<file path="src/sv/mmmac_pkg.sv">
// shared constants, types and helpers for the matrix multiply engine
`timescale 1ns / 1ps
package mmmac_pkg;

  localparam int MAX_DIM      = 8;
  localparam int ELEM_BITS    = 16;
  localparam int IDX_BITS     = $clog2(MAX_DIM);
  localparam int ADDR_BITS    = $clog2(MAX_DIM * MAX_DIM);
  localparam int CFG_BITS     = 4;
  localparam int POS_BITS     = 3;
  localparam int CMD_BITS     = 2;
  localparam int REG_IDX_BITS = 2;
  localparam int SUM_BITS     = 35;
  localparam int PROD_BITS    = 2 * ELEM_BITS;
  localparam int Q_DEPTH      = 2;
  localparam int Q_PTR_BITS   = $clog2(Q_DEPTH);
  localparam int Q_CNT_BITS   = $clog2(Q_DEPTH + 1);

  localparam logic [CMD_BITS-1:0] CMD_LOAD_A  = 2'd0;
  localparam logic [CMD_BITS-1:0] CMD_LOAD_B  = 2'd1;
  localparam logic [CMD_BITS-1:0] CMD_COMPUTE = 2'd2;

  localparam logic [REG_IDX_BITS-1:0] REG_ROWS_A    = 2'd0;
  localparam logic [REG_IDX_BITS-1:0] REG_INNER_LEN = 2'd1;
  localparam logic [REG_IDX_BITS-1:0] REG_COLS_B    = 2'd2;

  typedef logic signed [ELEM_BITS-1:0] elem_t;
  typedef logic signed [PROD_BITS-1:0] prod_t;
  typedef logic signed [SUM_BITS-1:0]  sum_t;

  typedef enum logic [1:0] {
    OP_LOAD_A,
    OP_LOAD_B,
    OP_COMPUTE
  } op_kind_t;

  typedef struct packed {
    op_kind_t               kind;
    logic [ADDR_BITS-1:0]   addr;
    elem_t                  value;
  } op_t;

  typedef struct packed {
    logic [CFG_BITS-1:0] rows_a;
    logic [CFG_BITS-1:0] inner_len;
    logic [CFG_BITS-1:0] cols_b;
  } dims_t;

  typedef enum logic [1:0] {
    ST_IDLE,
    ST_NEXT,
    ST_ISSUE,
    ST_DRAIN
  } state_t;

  // highest loop index for a dimension register; zero acts as one, big values saturate
  function automatic logic [IDX_BITS-1:0] last_index(logic [CFG_BITS-1:0] v);
    if (v == '0) return '0;
    if (int'(v) > MAX_DIM) return IDX_BITS'(MAX_DIM - 1);
    return IDX_BITS'(v - 1'b1);
  endfunction

endpackage

</file>
<file path="src/sv/mmmac_front.sv">
// front end: accepts input beats, drops no-op commands, forms queue entries
`timescale 1ns / 1ps
module mmmac_front import mmmac_pkg::*; (
  input  logic                  in_valid,
  output logic                  in_stall,
  input  logic [CMD_BITS-1:0]   command,
  input  logic [POS_BITS-1:0]   elem_row,
  input  logic [POS_BITS-1:0]   elem_col,
  input  elem_t                 elem_value,
  input  logic                  q_full,
  output logic                  push,
  output op_t                   push_op
);

  logic accept;
  logic in_range;
  logic keep;

  assign in_stall = q_full;
  assign accept   = in_valid && !q_full;
  assign in_range = (int'(elem_row) < MAX_DIM) && (int'(elem_col) < MAX_DIM);

  always_comb begin
    push_op.kind  = OP_COMPUTE;
    push_op.addr  = ADDR_BITS'(int'(elem_row) * MAX_DIM + int'(elem_col));
    push_op.value = elem_value;
    keep          = 1'b0;
    case (command)
      CMD_LOAD_A: begin
        push_op.kind = OP_LOAD_A;
        keep         = in_range;
      end
      CMD_LOAD_B: begin
        push_op.kind = OP_LOAD_B;
        keep         = in_range;
      end
      CMD_COMPUTE: begin
        push_op.kind = OP_COMPUTE;
        keep         = 1'b1;
      end
      default: keep = 1'b0;
    endcase
  end

  assign push = accept && keep;

endmodule

</file>
<file path="src/sv/mmmac_queue.sv">
// short fifo between the front end and the compute back end
`timescale 1ns / 1ps
module mmmac_queue import mmmac_pkg::*; (
  input  logic clk,
  input  logic rst,
  input  logic push,
  input  op_t  push_op,
  output logic full,
  output logic q_valid,
  output op_t  q_op,
  input  logic pop
);

  op_t                   entries [Q_DEPTH];
  logic [Q_PTR_BITS-1:0] wr_ptr;
  logic [Q_PTR_BITS-1:0] rd_ptr;
  logic [Q_CNT_BITS-1:0] count;
  logic                  do_push;
  logic                  do_pop;

  assign full    = (count == Q_CNT_BITS'(Q_DEPTH));
  assign q_valid = (count != '0);
  assign q_op    = entries[rd_ptr];
  assign do_push = push && !full;
  assign do_pop  = pop && q_valid;

  always_ff @(posedge clk) begin
    if (do_push) begin
      entries[wr_ptr] <= push_op;
    end
  end

  always_ff @(posedge clk) begin
    if (rst) begin
      wr_ptr <= '0;
      rd_ptr <= '0;
      count  <= '0;
    end else begin
      if (do_push) begin
        wr_ptr <= (wr_ptr == Q_PTR_BITS'(Q_DEPTH - 1)) ? '0 : wr_ptr + 1'b1;
      end
      if (do_pop) begin
        rd_ptr <= (rd_ptr == Q_PTR_BITS'(Q_DEPTH - 1)) ? '0 : rd_ptr + 1'b1;
      end
      if (do_push && !do_pop) begin
        count <= count + 1'b1;
      end else if (do_pop && !do_push) begin
        count <= count - 1'b1;
      end
    end
  end

endmodule

</file>
<file path="src/sv/mmmac_back.sv">
// back end: element stores, loop sequencer, mac pipeline and output register
`timescale 1ns / 1ps
module mmmac_back import mmmac_pkg::*; (
  input  logic                clk,
  input  logic                rst,
  input  dims_t               dims,
  input  logic                q_valid,
  input  op_t                 q_op,
  output logic                q_pop,
  input  logic                out_stall,
  output logic                out_valid,
  output logic [POS_BITS-1:0] out_row,
  output logic [POS_BITS-1:0] out_col,
  output sum_t                out_sum,
  output logic                out_last
);

  elem_t mem_a [MAX_DIM * MAX_DIM];
  elem_t mem_b [MAX_DIM * MAX_DIM];

  state_t               state, state_next;
  logic [IDX_BITS-1:0]  i, i_next;
  logic [IDX_BITS-1:0]  j, j_next;
  logic [IDX_BITS-1:0]  k, k_next;
  logic [IDX_BITS-1:0]  last_i, last_j, last_k;
  logic                 issue, wr_a, wr_b, start, land;
  logic [ADDR_BITS-1:0] rd_addr_a, rd_addr_b;

  elem_t rd_a, rd_b;
  logic  p1_valid, p1_first, p1_last;
  prod_t prod;
  logic  p2_valid, p2_first, p2_last;
  sum_t  acc, acc_next;

  assign land      = p2_valid && p2_last;
  assign rd_addr_a = ADDR_BITS'(int'(i) * MAX_DIM + int'(k));
  assign rd_addr_b = ADDR_BITS'(int'(k) * MAX_DIM + int'(j));
  assign acc_next  = p2_first ? sum_t'(prod) : acc + sum_t'(prod);

  always_ff @(posedge clk) begin
    if (rst) begin
      state <= ST_IDLE;
    end else begin
      state <= state_next;
    end
  end

  always_comb begin
    state_next = state;
    i_next     = i;
    j_next     = j;
    k_next     = k;
    q_pop      = 1'b0;
    issue      = 1'b0;
    wr_a       = 1'b0;
    wr_b       = 1'b0;
    start      = 1'b0;
    case (state)
      ST_IDLE: begin
        if (q_valid) begin
          q_pop = 1'b1;
          case (q_op.kind)
            OP_LOAD_A: wr_a = 1'b1;
            OP_LOAD_B: wr_b = 1'b1;
            OP_COMPUTE: begin
              start      = 1'b1;
              i_next     = '0;
              j_next     = '0;
              state_next = ST_NEXT;
            end
            default: ;
          endcase
        end
      end
      // an entry starts only when the output register is free by the time it lands
      ST_NEXT: begin
        if (!out_valid || !out_stall) begin
          k_next     = '0;
          state_next = ST_ISSUE;
        end
      end
      ST_ISSUE: begin
        issue = 1'b1;
        if (k == last_k) begin
          state_next = ST_DRAIN;
        end else begin
          k_next = k + 1'b1;
        end
      end
      ST_DRAIN: begin
        if (land) begin
          if (i == last_i && j == last_j) begin
            state_next = ST_IDLE;
          end else begin
            state_next = ST_NEXT;
            if (j == last_j) begin
              j_next = '0;
              i_next = i + 1'b1;
            end else begin
              j_next = j + 1'b1;
            end
          end
        end
      end
      default: state_next = ST_IDLE;
    endcase
  end

  always_ff @(posedge clk) begin
    i <= i_next;
    j <= j_next;
    k <= k_next;
    if (start) begin
      last_i <= last_index(dims.rows_a);
      last_j <= last_index(dims.cols_b);
      last_k <= last_index(dims.inner_len);
    end
  end

  always_ff @(posedge clk) begin
    if (wr_a) begin
      mem_a[q_op.addr] <= q_op.value;
    end
    rd_a <= mem_a[rd_addr_a];
  end

  always_ff @(posedge clk) begin
    if (wr_b) begin
      mem_b[q_op.addr] <= q_op.value;
    end
    rd_b <= mem_b[rd_addr_b];
  end

  // mac pipeline: read, multiply, accumulate
  always_ff @(posedge clk) begin
    p1_first <= (k == '0);
    p1_last  <= (k == last_k);
    prod     <= rd_a * rd_b;
    p2_first <= p1_first;
    p2_last  <= p1_last;
    if (p2_valid) begin
      acc <= acc_next;
    end
    if (land) begin
      out_sum  <= acc_next;
      out_row  <= POS_BITS'(i);
      out_col  <= POS_BITS'(j);
      out_last <= (i == last_i) && (j == last_j);
    end
  end

  always_ff @(posedge clk) begin
    if (rst) begin
      p1_valid  <= 1'b0;
      p2_valid  <= 1'b0;
      out_valid <= 1'b0;
    end else begin
      p1_valid <= issue;
      p2_valid <= p1_valid;
      if (land) begin
        out_valid <= 1'b1;
      end else if (out_valid && !out_stall) begin
        out_valid <= 1'b0;
      end
    end
  end

endmodule

</file>
<file path="src/sv/matrix_multiply_mac.sv">
// load beats go to the element stores; a compute beat emits rows*cols result beats
// each result entry goes through a start check, which waits while the output register
// is held by a stall, then one mac issue per inner index, then the multiplier and the
// adder after the registered store read
// reset clears control state and sets the dimension registers to one
// element stores are not cleared; entries read before being written give no defined sum
`timescale 1ns / 1ps
module matrix_multiply_mac import mmmac_pkg::*; (
  input  logic                    clk,
  input  logic                    rst,
  input  logic                    cfg_we,
  input  logic [REG_IDX_BITS-1:0] cfg_index,
  input  logic [CFG_BITS-1:0]     cfg_data,
  input  logic                    in_valid,
  output logic                    in_stall,
  input  logic [CMD_BITS-1:0]     command,
  input  logic [POS_BITS-1:0]     elem_row,
  input  logic [POS_BITS-1:0]     elem_col,
  input  elem_t                   elem_value,
  output logic                    out_valid,
  input  logic                    out_stall,
  output logic [POS_BITS-1:0]     out_row,
  output logic [POS_BITS-1:0]     out_col,
  output sum_t                    out_sum,
  output logic                    out_last
);

  dims_t dims;
  logic  push, q_full, q_valid, q_pop;
  op_t   push_op, q_op;

  always_ff @(posedge clk) begin
    if (rst) begin
      dims.rows_a    <= CFG_BITS'(1);
      dims.inner_len <= CFG_BITS'(1);
      dims.cols_b    <= CFG_BITS'(1);
    end else if (cfg_we) begin
      case (cfg_index)
        REG_ROWS_A:    dims.rows_a    <= cfg_data;
        REG_INNER_LEN: dims.inner_len <= cfg_data;
        REG_COLS_B:    dims.cols_b    <= cfg_data;
        default: ;
      endcase
    end
  end

  mmmac_front u_front (
    .in_valid   (in_valid),
    .in_stall   (in_stall),
    .command    (command),
    .elem_row   (elem_row),
    .elem_col   (elem_col),
    .elem_value (elem_value),
    .q_full     (q_full),
    .push       (push),
    .push_op    (push_op)
  );

  mmmac_queue u_queue (
    .clk     (clk),
    .rst     (rst),
    .push    (push),
    .push_op (push_op),
    .full    (q_full),
    .q_valid (q_valid),
    .q_op    (q_op),
    .pop     (q_pop)
  );

  mmmac_back u_back (
    .clk       (clk),
    .rst       (rst),
    .dims      (dims),
    .q_valid   (q_valid),
    .q_op      (q_op),
    .q_pop     (q_pop),
    .out_stall (out_stall),
    .out_valid (out_valid),
    .out_row   (out_row),
    .out_col   (out_col),
    .out_sum   (out_sum),
    .out_last  (out_last)
  );

endmodule
</file>
<file path="config.mk">
export PLATFORM = sky130hd
export DESIGN_NAME = matrix_multiply_mac
export DESIGN_NICKNAME = d
export VERILOG_FILES = /design/src/sv/mmmac_pkg.sv /design/src/sv/mmmac_front.sv /design/src/sv/mmmac_queue.sv /design/src/sv/mmmac_back.sv /design/src/sv/matrix_multiply_mac.sv
export SDC_FILE = /design/constraint.sdc
export NUM_CORES = 2
export LEC_CHECK = 0
export BUFFER_PORTS_ARGS = -buffer_cell sky130_fd_sc_hd__clkbuf_2
export CAP_MARGIN = 0
export CORE_AREA = 2 2 468 470
export CTS_CLUSTER_DIAMETER = 30
export DETAILED_ROUTE_END_ITERATION = 16
export DIE_AREA = 0 0 470 472
export PLACE_DENSITY = 0.63
export RECOVER_POWER = 50
export SYNTH_ARGS = -nofsm -noshare
export SYNTH_HDL_FRONTEND = slang
export SYNTH_HIERARCHICAL = 1
export SYNTH_SLANG_ARGS = --single-unit
</file>
<file path="constraint.sdc">
create_clock -name clk -period 7.7 [get_ports clk]
set_input_delay 1.925 -clock clk [delete_from_list [all_inputs] [get_ports clk]]
set_output_delay 1.925 -clock clk [all_outputs]
set_load 0.02 [all_outputs]
</file>
==> run_results.csv <==
group,metric,value,unit
critical_path,rr_worst_depth,4,
placed_design,gp_congestion,0.8229,
placed_design,dp_hpwl,134000,microns
timing,max_clock_freq,0.1505,GHz
routing,wl,227200,microns
global_routing,grt_pass1_vias,49310,
routing,drtAntennaViolNets,0,
timing,fin_crit,6.645,ns
clock_tree,root_buffer,"clkbuf_16",
global_routing,grt_max_degree,125,
floorplan,dieArea,0.2218,sq mm
clock_tree,htreeDepth,5,
global_routing,grt_use_met3,0.04085,
critical_path,cp_max_fo,109,
run_status,violations,"max-capacitance violations, max-slew violations",
synthesis,synth_edf_count,2191,
min_path,holdPathStages,0,
floorplan,io_pins,79,
global_routing,track_usage,0.2054,
critical_path,crit_arrival,7.35,ns
global_routing,grt_util_met2,0.3096,
floorplan,die_y,472,microns
synthesis,synth_cell_types,61,
synthesis,synth_area_per_cell,19.95,sq um
synthesis,ys.flop_type,"edfxtp_1",
global_routing,grt_pass1_wl,336200,microns
floorplan,die_x,470,microns
global_routing,gr-total-overflow,0,
synthesis,netlist_area,0.09725,sq mm
routing,wl_per_cell,26.77,microns
finish,fin_util,0.5332,
synthesis,synth.net_count,5300,
min_path,hp-class,"reg2reg",
run_status,status,"finished with violations",
routing,first_iter_violations,5107,
timing,tightest_slew,3.996,ns
clock_tree,path_clk_slew,0.05,ns
placed_design,port_buffers,78,
clock_tree,clock_latency,0.99,ns
clock_tree,postCtsHoldBufs,0,
critical_path,worstSetupPathType,"reg2reg",
routing,vias,48150,
synthesis,async_flop_share,0,
floorplan,start_util,0.4491,
timing,rsz0062_at_grt,"false",
timing,drv_slew,2505,
routing,first_pass_iters,6,
clock_tree,cts_inserted_buffers,423,
timing,max_slew_margin,-1.664,
run,cap_violations,37,
global_routing,grt_antenna_before_repair,6,
timing,hold_viol,0,
placed_design,dpl_worst_slack,1.179,ns
synthesis,synth-seq-area-share,0.6951,
floorplan,rows,171,
finish,nNetsFinal,5722,
critical_path,startpoint_type,"flip-flop",
routing,viasPerCell,5.673,
finish,drive_above_1_share,0.2815,
routing,route.detailed.drc,0,
synthesis,ys_warn_count,6,
finish,layout_common_cells,"edfxtp_1 (2191), mux4_2 (672), clkbuf_16 (434)",
timing,post-route-period-util,0.8630,
global_routing,grt_use_met1,0.3093,
clock_tree,post_cts_buffers,0,
synthesis,synth-seq-cells,2281,
synthesis,synthCells,4874,
critical_path,cp.required,8.41,ns
timing,fin_tns_setup,0,ns
finish,syn2layout_area_growth,18.72,%
timing,worst_slack,1.055,ns
timing,fin_worst_skew,0.1196,ns
finish,final_common_cell,"edfxtp_1",
clock_tree,clockBufferDepth,4,
timing,setup_viol,0,
global_routing,gr-max-usage-layer,"met2",
clock_tree,cts_tree,"done",
clock_tree,clock-sinks,2281,
floorplan,design.core.area,0.2165,sq mm
clock_tree,cts_resized,0,
critical_path,end_kind,"flip-flop",
==> layout make-up <==
cell class,instances,area (sq um)
Fill cell,16630,101100
Clock inverter,284,2980
Multi-Input combinational cell,2016,27450
Inverter,339,1272
Clock buffer,475,11050
Sequential cell,2281,67590
Antenna cell,3,7.507
Tap cell,2854,3571
Timing Repair Buffer,235,1521
==> cell usage after synthesis, types with 32 or more instances <==
| library cell | count | area, sq um |
|---|---|---|
| clkbuf_1 | 143 | 536.8 |
| edfxtp_1 | 2191 | 65790 |
| dfxtp_1 | 90 | 1802 |
| inv_1 | 339 | 1272 |
| xor2_1 | 32 | 280.3 |
| buf_1 | 62 | 232.7 |
| nor2_1 | 192 | 720.7 |
| ha_1 | 128 | 1602 |
| xnor2_1 | 44 | 385.4 |
| a21oi_1 | 50 | 250.2 |
| mux4_2 | 672 | 15130 |
| fa_1 | 263 | 5265 |
| nand2_1 | 198 | 743.2 |
| o21ai_0 | 67 | 335.3 |
| and2_1 | 126 | 788.3 |
==> state kept, by name, summed over array words and instances (netlist names), 2 cells and up, named ones only <==
register         count
dims                12
u_back/acc          35
u_back/i             3
u_back/j             3
u_back/k             3
u_back/last_i        3
u_back/last_j        3
u_back/last_k        3
u_back/mem_a      1024
u_back/mem_b      1024
u_back/out_col       3
u_back/out_row       3
u_back/out_sum      35
u_back/prod         32
u_back/rd_a         16
u_back/rd_b         16
u_back/state         2
u_queue/count        2
u_queue/entries     48
==> metrics by stage <==
stage	cell area [sq um]	std cells	hold WS, ns
after floorplan	97250	4874	0.3096
after global placement	101600	7725	0.3108
after detailed placement	101600	7725	0.3128
after CTS	115700	8484	0.3250
after global routing	115400	8485	0.3331
final	115500	8487	0.3304
==> path summary, 6_finish.rpt <==
kind	start	endpoint	slack (ns)
worst min register to register	u_back/p1_last$_DFF_P_	u_back/p2_last$_DFF_P_	0.33
worst max-delay path	u_back/k[1]$_SDFFCE_PN0P_	u_back/rd_b[4]$_DFF_P_	1.05
worst min-delay path	u_back/p1_last$_DFF_P_	u_back/p2_last$_DFF_P_	0.33
worst max register to register	u_back/k[1]$_SDFFCE_PN0P_	u_back/rd_b[4]$_DFF_P_	1.05
==> worst max-delay path, stage by stage, from the launching register on <==
cell      delay (ns)
edfxtp_1        0.33
clkbuf_2        2.36
clkbuf_1        2.22
mux4_2          0.82
mux4_2          0.58
==> kinds of logic (layout without fill, tap and decap cells) <==
kind of cell             after synthesis  after routing  synth area share
XOR/XNOR                              76             76          0.006845
other                                  0              3                 0
AND/OR/NAND/NOR                      625            625           0.03011
AO/OA/AOI/OAI                        209            209           0.01366
adder cells (fa/ha/maj)              393            393           0.07082
multiplexers                         713            713            0.1602
flip-flops                          2281           2281            0.6951
buffers and inverters                577           1333           0.02329
==> per-layer routing <==
layer | routed length (microns) | vias to the layer above
li1 | - | 20110
met2 | 104700 | 2109
met1 | 98700 | 25590
met4 | 4344 | 2
met5 | 13 | -
met3 | 19390 | 339
Power is left out: the tool's default activity adds up to more than one toggle a clock period on the data nets, which glitch-free logic cannot reach.
